===== config.mk =====
export PLATFORM = sky130hd
export DESIGN_NAME = fsd_lane
export DESIGN_NICKNAME = d
export VERILOG_FILES = /design/src/sv/fsd_pkg.sv /design/src/sv/fsd_lane.sv
export SDC_FILE = /design/constraint.sdc
export NUM_CORES = 1
export LEC_CHECK = 0
export BUFFER_PORTS_ARGS = -buffer_cell sky130_fd_sc_hd__buf_2
export CELL_PAD_IN_SITES_DETAIL_PLACEMENT = 1
export CELL_PAD_IN_SITES_GLOBAL_PLACEMENT = 1
export CORE_MARGIN = 10
export CORE_UTILIZATION = 43
export DETAILED_ROUTE_END_ITERATION = 8
export PLACE_DENSITY = 0.92
export SYNTH_ARGS = -nofsm -noshare
export SYNTH_HDL_FRONTEND = slang
export SYNTH_SLANG_ARGS = --single-unit

===== constraint.sdc =====
create_clock -name vclk -period 16.15
set_clock_uncertainty 0.2 [all_clocks]
set_input_delay 3.23 -clock vclk [all_inputs]
set_output_delay 3.23 -clock vclk [all_outputs]
set_load 0.1 [all_outputs]

===== src/sv/fsd_pkg.sv =====
// Shared types, constants and helpers for the RGB error-diffusion dither.
`default_nettype none

package fsd_pkg;

    localparam int CFG_W = 11;
    localparam int IDX_W = 1;
    localparam int CH_N  = 3;
    localparam int PIX_W = 8;
    localparam int ERR_W = 8;
    localparam int WORD_W = CH_N * ERR_W;

    localparam logic [IDX_W-1:0] REG_WIDTH  = 1'd0;
    localparam logic [IDX_W-1:0] REG_HEIGHT = 1'd1;

    localparam logic [CFG_W-1:0] WIDTH_RESET  = 11'd640;
    localparam logic [CFG_W-1:0] HEIGHT_RESET = 11'd480;

    // diffusion weights, in sixteenths
    localparam logic [2:0] WT_RIGHT      = 3'd7;
    localparam logic [2:0] WT_BELOW_LEFT = 3'd3;
    localparam logic [2:0] WT_BELOW      = 3'd5;
    localparam logic [2:0] WT_BELOW_RT   = 3'd1;

    typedef logic signed [ERR_W-1:0] err_t;
    typedef logic signed [8:0]       qerr_t;

    typedef struct packed {
        logic on;
        err_t right;
        err_t done_left;
        err_t below_left;
        err_t below_here;
    } lane_res_t;

    // e * w / 16 with truncation toward zero
    function automatic err_t frac16(input qerr_t e, input logic [2:0] w);
        logic signed [12:0] p;
        logic signed [12:0] q;
        p = 13'(e) * $signed({10'b0, w});
        if (p < 0)
            q = (p + 13'sd15) >>> 4;
        else
            q = p >>> 4;
        return q[ERR_W-1:0];
    endfunction

endpackage

`default_nettype wire


===== src/sv/fsd_lane.sv =====
// One color channel: add diffused error, clamp, threshold, split the error.
`default_nettype none

module fsd_lane (
    input  wire logic [fsd_pkg::PIX_W-1:0] pix,
    input  wire fsd_pkg::err_t             carry,
    input  wire fsd_pkg::err_t             above,
    input  wire fsd_pkg::err_t             below_left_sum,
    input  wire fsd_pkg::err_t             below_here_sum,
    input  wire logic                      last_col,
    output fsd_pkg::lane_res_t             res
);
    import fsd_pkg::*;

    logic signed [9:0] sum;
    logic [PIX_W-1:0]  level;
    qerr_t             e;

    always_comb
    begin
        sum = $signed({2'b0, pix}) + 10'(carry) + 10'(above);
        if (sum < 0)
            level = '0;
        else if (sum > 10'sd255)
            level = '1;
        else
            level = sum[PIX_W-1:0];
        res.on = level[PIX_W-1];
        if (res.on)
            e = $signed({1'b0, level}) - 9'sd255;
        else
            e = $signed({1'b0, level});
        res.right      = last_col ? '0 : frac16(e, WT_RIGHT);
        res.done_left  = below_left_sum + frac16(e, WT_BELOW_LEFT);
        res.below_left = below_here_sum + frac16(e, WT_BELOW);
        res.below_here = last_col ? '0 : frac16(e, WT_BELOW_RT);
    end

endmodule

`default_nettype wire


==> results.tsv, run 1 <==
metric	value	unit
I/O pin cnt	74	
total gr overflow	0	
post-layout util	50.2	%
Core ar.	0.00830	mm^2
Buf/Inv on CP	7	
min cycle time layout	15310	ps
synth top area cells	ha_1 22%, fa_1 11%, xnor2_1 10%	
vias in the first global route	4130	
gp weighted congestion	0.876	
Slew Viols, Final	0	
die area	0.0128	mm^2
period utilisation layout	94.8	%
Buffers on Ports	74	
crit-path max cell delay	560	ps
highest-count cells in the layout ignoring fill and taps	74 x buf_2, 66 x ha_1, 48 x nor2_1	
row count	33	
kind of critical path	primary input to output port	
CP required	12720	ps
RSZ-0062 raised after global routing	no	
commonest non-fill, non-tap cell in the layout	buf_2	
Initial Utilization	44.7	%
Max Cap Viol	0	
area share of the largest cell type after synthesis	22.2	%
Worst EP arrival	11880	ps
slowest CP cell	or4_1	
status	finished clean	
vias per cell	5.70	
All-Layer GR Usage	17.4	%
first-pass iteration count of the detailed router	4	
Synth warnings	0	
vias	3744	
Die Width	113	um
Final HPWL DP	10000	um
antenna violations before repair	0	
sequential share of the synthesized area	0	%
Peak Freq	65.3	MHz
Yosys top cell by area	ha_1	
largest net degree at the start of global routing	14	
PostCTS Resize Cnt	0	
Post-route DRC	0	
share of cells above drive strength 1	17.0	%
DR WL/cell	17.4	um
HP Class	primary input to output port	
Netlist cell types	59	
routed wire length	11400	um
clock buf count	0	
Synthesized Nets	617	
final setup violation count	0	
critical path peak fanout	10	
Largest delay share family, worst path	compound AO/OA/AOI/OAI gates	
Tightest Pin Transition	636	ps
Mapped Area	0.00371	mm^2
first-pass GRT wire length	19700	um
Detailed Route Iter0 Violations	145	
post-cts hold buffer count	0	
antenna viol nets, final	0	
Seq Cell Count	0	
Crit. End Element	output port	
Sum Neg Setup Slack	0	ps
Mapped Avg Cell Area	7.58	um^2
final layout net count	681	
die height	113	um
Final Hold Fails	0	
Startpoint Class	primary input	
setup repair bufs after CTS	0	
number of diodes	0	
Cells after Synth	490	
Area Overhead vs Synth	12.1	%
register area	0	um^2
slew margin rel.	57.6	%
[synth_stat cells, types with 4 or more instances]
master,n
inv_1,45
mux2i_1,4
nand4_1,10
and2_1,6
a211oi_1,5
o21ai_0,7
nand2b_1,4
nor2b_1,4
o21bai_1,17
clkbuf_1,7
and3_1,4
xnor2_1,43
nand3_1,14
ha_1,66
a21o_1,13
nor2_1,48
fa_1,20
nand2_1,29
a21oi_1,47
o31ai_1,5
nor3_1,9
a31oi_1,4
xor2_1,25
[final timing paths]
kind,endpoint,start,cells after the start
max,res[15],pix[1],40
min,res[23],below_left_sum[7],4
[final cells by class]
| type | count | area (um^2) |
|---|---|---|
| timing repair buffer | 75 | 378 |
| inverter | 47 | 176 |
| tap | 105 | 131 |
| fill | 1076 | 4140 |
| multi-input combinational | 430 | 3480 |
[kinds of logic (layout without fill, tap and decap cells)]
family                   count (synthesis)  in the layout  share of synthesized area [%]
AND/OR/NAND/NOR                        146            146                           19.7
AO/OA/AOI/OAI                          122            122                           22.3
adder cells (fa/ha/maj)                 86             86                           33.0
XOR/XNOR                                70             70                           16.9
buffers and inverters                   60            122                           6.37
multiplexers                             6              6                           1.68
[per-stage QoR]
| step | hold slack [ps] | instance area, um^2 | setup WS [ps] | std cells |
|---|---|---|---|---|
| 6_report | 6830 | 4160 | 840 | 657 |
| 5_1_grt | 6850 | 4160 | 83.2 | 657 |
| 4_1_cts | 6840 | 4160 | 844 | 657 |
| 3_5_place_dp | 6840 | 4160 | 865 | 657 |
| 3_3_place_gp | 6820 | 4160 | 1260 | 657 |
| 2_1_floorplan | 6600 | 3710 | 558 | 490 |
[worst min-delay path, cell delays in order]
cell	delay (ps)
buf_2	90
xnor2_1	80
xnor2_1	120
buf_2	280
[layer usage]
metal  up-vias  share of wire [%]  routed length, um  track usage (%)
met5         -                  0                  0                0
met4         0               0.52                 59             1.69
met3         6                3.1                360             1.37
met2        59                 53               6120             34.5
met1      1838                 43               4900             20.2
li1       1841                  -                  -                -
Power of run 1 is left out: the tool's default activity adds up to more than one toggle a clock period on the data nets, which glitch-free logic cannot reach.
==> run 2, diff against run 1 <==
--- a/config.mk
+++ b/config.mk
@@ -5,13 +5,14 @@
 export SDC_FILE = /design/constraint.sdc
 export NUM_CORES = 1
 export LEC_CHECK = 0
+export ABC_AREA = 1
 export BUFFER_PORTS_ARGS = -buffer_cell sky130_fd_sc_hd__buf_2
 export CELL_PAD_IN_SITES_DETAIL_PLACEMENT = 1
 export CELL_PAD_IN_SITES_GLOBAL_PLACEMENT = 1
 export CORE_MARGIN = 10
-export CORE_UTILIZATION = 43
+export CORE_UTILIZATION = 42
 export DETAILED_ROUTE_END_ITERATION = 8
-export PLACE_DENSITY = 0.92
+export PLACE_DENSITY = 0.93
 export SYNTH_ARGS = -nofsm -noshare
 export SYNTH_HDL_FRONTEND = slang
 export SYNTH_SLANG_ARGS = --single-unit
==> results.tsv, run 2 <==
metric	value	unit	change
Worst EP arrival	10810	ps	was 11880 ps
Detailed Route Iter0 Violations	93		was 145
commonest non-fill, non-tap cell in the layout	nand2_1		was buf_2
min cycle time layout	14240	ps	was 15310 ps
clock buf count	0		unchanged
die height	117	um	was 113 um
most used cell, CP	inv_1		
All-Layer GR Usage	17.0	%	was 17.4%
crit path from	pix[1]		unchanged
PostCTS Resize Cnt	0		unchanged
synth top area cells	ha_1 21%, nand2_1 13%, inv_1 11%		was ha_1 22%, fa_1 11%, xnor2_1 10%
critical path peak fanout	10		unchanged
number of diodes	0		unchanged
Yosys top cell by area	ha_1		unchanged
I/O pin cnt	74		unchanged
Netlist cell types	42		was 59
final layout net count	811		was 681
status	finished clean		unchanged
first-pass GRT wire length	19600	um	was 19700 um
crit-path max cell delay	470	ps	was 560 ps
highest-count cells in the layout ignoring fill and taps	136 x nand2_1, 112 x inv_1, 74 x buf_2		was 74 x buf_2, 66 x ha_1, 48 x nor2_1
die area	0.0136	mm^2	was 0.0128 mm^2
Mapped Avg Cell Area	6.41	um^2	was 7.58 um^2
Startpoint Class	primary input		unchanged
Final HPWL DP	10600	um	was 10000 um
routed wire length	11400	um	about the same
CP required	12720	ps	about the same
vias in the first global route	4495		was 4130
share of cells above drive strength 1	17.3	%	was 17.0%
vias	4086		was 3744
slowest CP cell	fa_1		was or4_1
Peak Freq	70.2	MHz	was 65.3 MHz
DR WL/cell	14.4	um	was 17.4 um
Largest delay share family, worst path	simple AND/OR/NAND/NOR gates		was compound AO/OA/AOI/OAI gates
setup repair bufs after CTS	0		unchanged
Area Overhead vs Synth	11.9	%	was 12.1%
first-pass iteration count of the detailed router	4		unchanged
Seq Cell Count	0		unchanged
Post-route DRC	0		unchanged
Cells after Synth	614		was 490
sequential share of the synthesized area	0	%	unchanged
Post-synth top cells	136 x nand2_1, 112 x inv_1, 66 x ha_1, 55 x nor2_1, 34 x xor2_1		was 66 x ha_1, 48 x nor2_1, 47 x a21oi_1, 45 x inv_1, 43 x xnor2_1
Die Width	117	um	was 113 um
kind of critical path	primary input to output port		unchanged
Buffers on Ports	74		unchanged
total gr overflow	0		unchanged
Synth warnings	0		unchanged
area share of the largest cell type after synthesis	21.0	%	was 22.2%
CP Capture Point	res[23]		was res[15]
period utilisation layout	88.2	%	was 94.8%
most numerous cell in the Yosys netlist	nand2_1		was ha_1
Final Hold Fails	0		unchanged
HP Class	primary input to output port		unchanged
Slew Viols, Final	0		unchanged
RSZ-0062 raised after global routing	no		unchanged
row count	35		was 33
Fill cells	1326		was 1076
Sum Neg Setup Slack	0	ps	unchanged
register area	0	um^2	unchanged
antenna viol nets, final	0		unchanged
final setup violation count	0		unchanged
gp weighted congestion	0.871		was 0.876
Buf/Inv on CP	15		was 7
antenna violations before repair	0		unchanged
critical path depth	53		was 40
slew margin rel.	60.8	%	was 57.6%
Core ar.	0.00920	mm^2	was 0.00830 mm^2
Crit. End Element	output port		unchanged
Initial Utilization	42.8	%	was 44.7%
vias per cell	5.15		was 5.70
Mapped Area	0.00394	mm^2	was 0.00371 mm^2
post-cts hold buffer count	0		unchanged
Max Cap Viol	0		unchanged
largest net degree at the start of global routing	15		was 14
Synthesized Nets	741		was 617
Tightest Pin Transition	582	ps	was 636 ps
## run 2: changes by cell type after synthesis, sizes merged, moves of 7 or more
cell	delta
xnor2	-30
nor2	+9
a21oi	-14
nand4	-7
o21ai	+14
o21bai	-12
xor2	+12
nand2	+120
nand3	+25
inv	+72
clkbuf	-7
a21o	-11
## run 2: metal layers
metal | vias up | GRT usage, % | part of all wire [%]
met2 | 68 | 34.8 | 55
met5 | - | 0 | 0
met4 | 0 | 4.04 | 2.3
met3 | 20 | 1.27 | 3.8
li1 | 2070 | - | -
met1 | 1928 | 18.0 | 39
## run 2: how the worst min path moves through the flow
stage,start,to,slack [ps],cells past startpoint
floorplan,below_left_sum[0],res[16],6810,1
CTS,last_col,res[28],6820,3
global placement,last_col,res[26],6800,3
finish,last_col,res[29],6820,3
global route,last_col,res[29],6840,3
detailed placement,last_col,res[28],6820,3
## run 2: area by class of cell
class	count	area (um^2)	share of cell area [%]
tap	111	139	3.15
timing repair buffer	74	370	8.40
multi-input combinational	490	3450	78.4
inverter	118	443	10.1
## run 2: cell families (layout without fill, tap and decap cells)
kind of cell	Yosys count	in the layout	synth area share [%]
AND/OR/NAND/NOR	276	276	33.3
buffers and inverters	124	192	12.3
adder cells (fa/ha/maj)	86	86	31.1
AO/OA/AOI/OAI	76	76	10.9
XOR/XNOR	52	52	12.4
## run 2: stage by stage
stage               std cells  setup slack [ps]  hold slack, ps  utilization [%]  area (um^2)
finish                    793              1910            6820             47.9         4410
global placement          793              2280            6800             47.9         4410
floorplan                 614              2120            6810                -         3940
CTS                       793              1860            6820             47.9         4410
global route              793               992            6840             47.9         4410
detailed placement        793              1880            6820             47.9         4410
Power of run 2 is left out for the same reason.
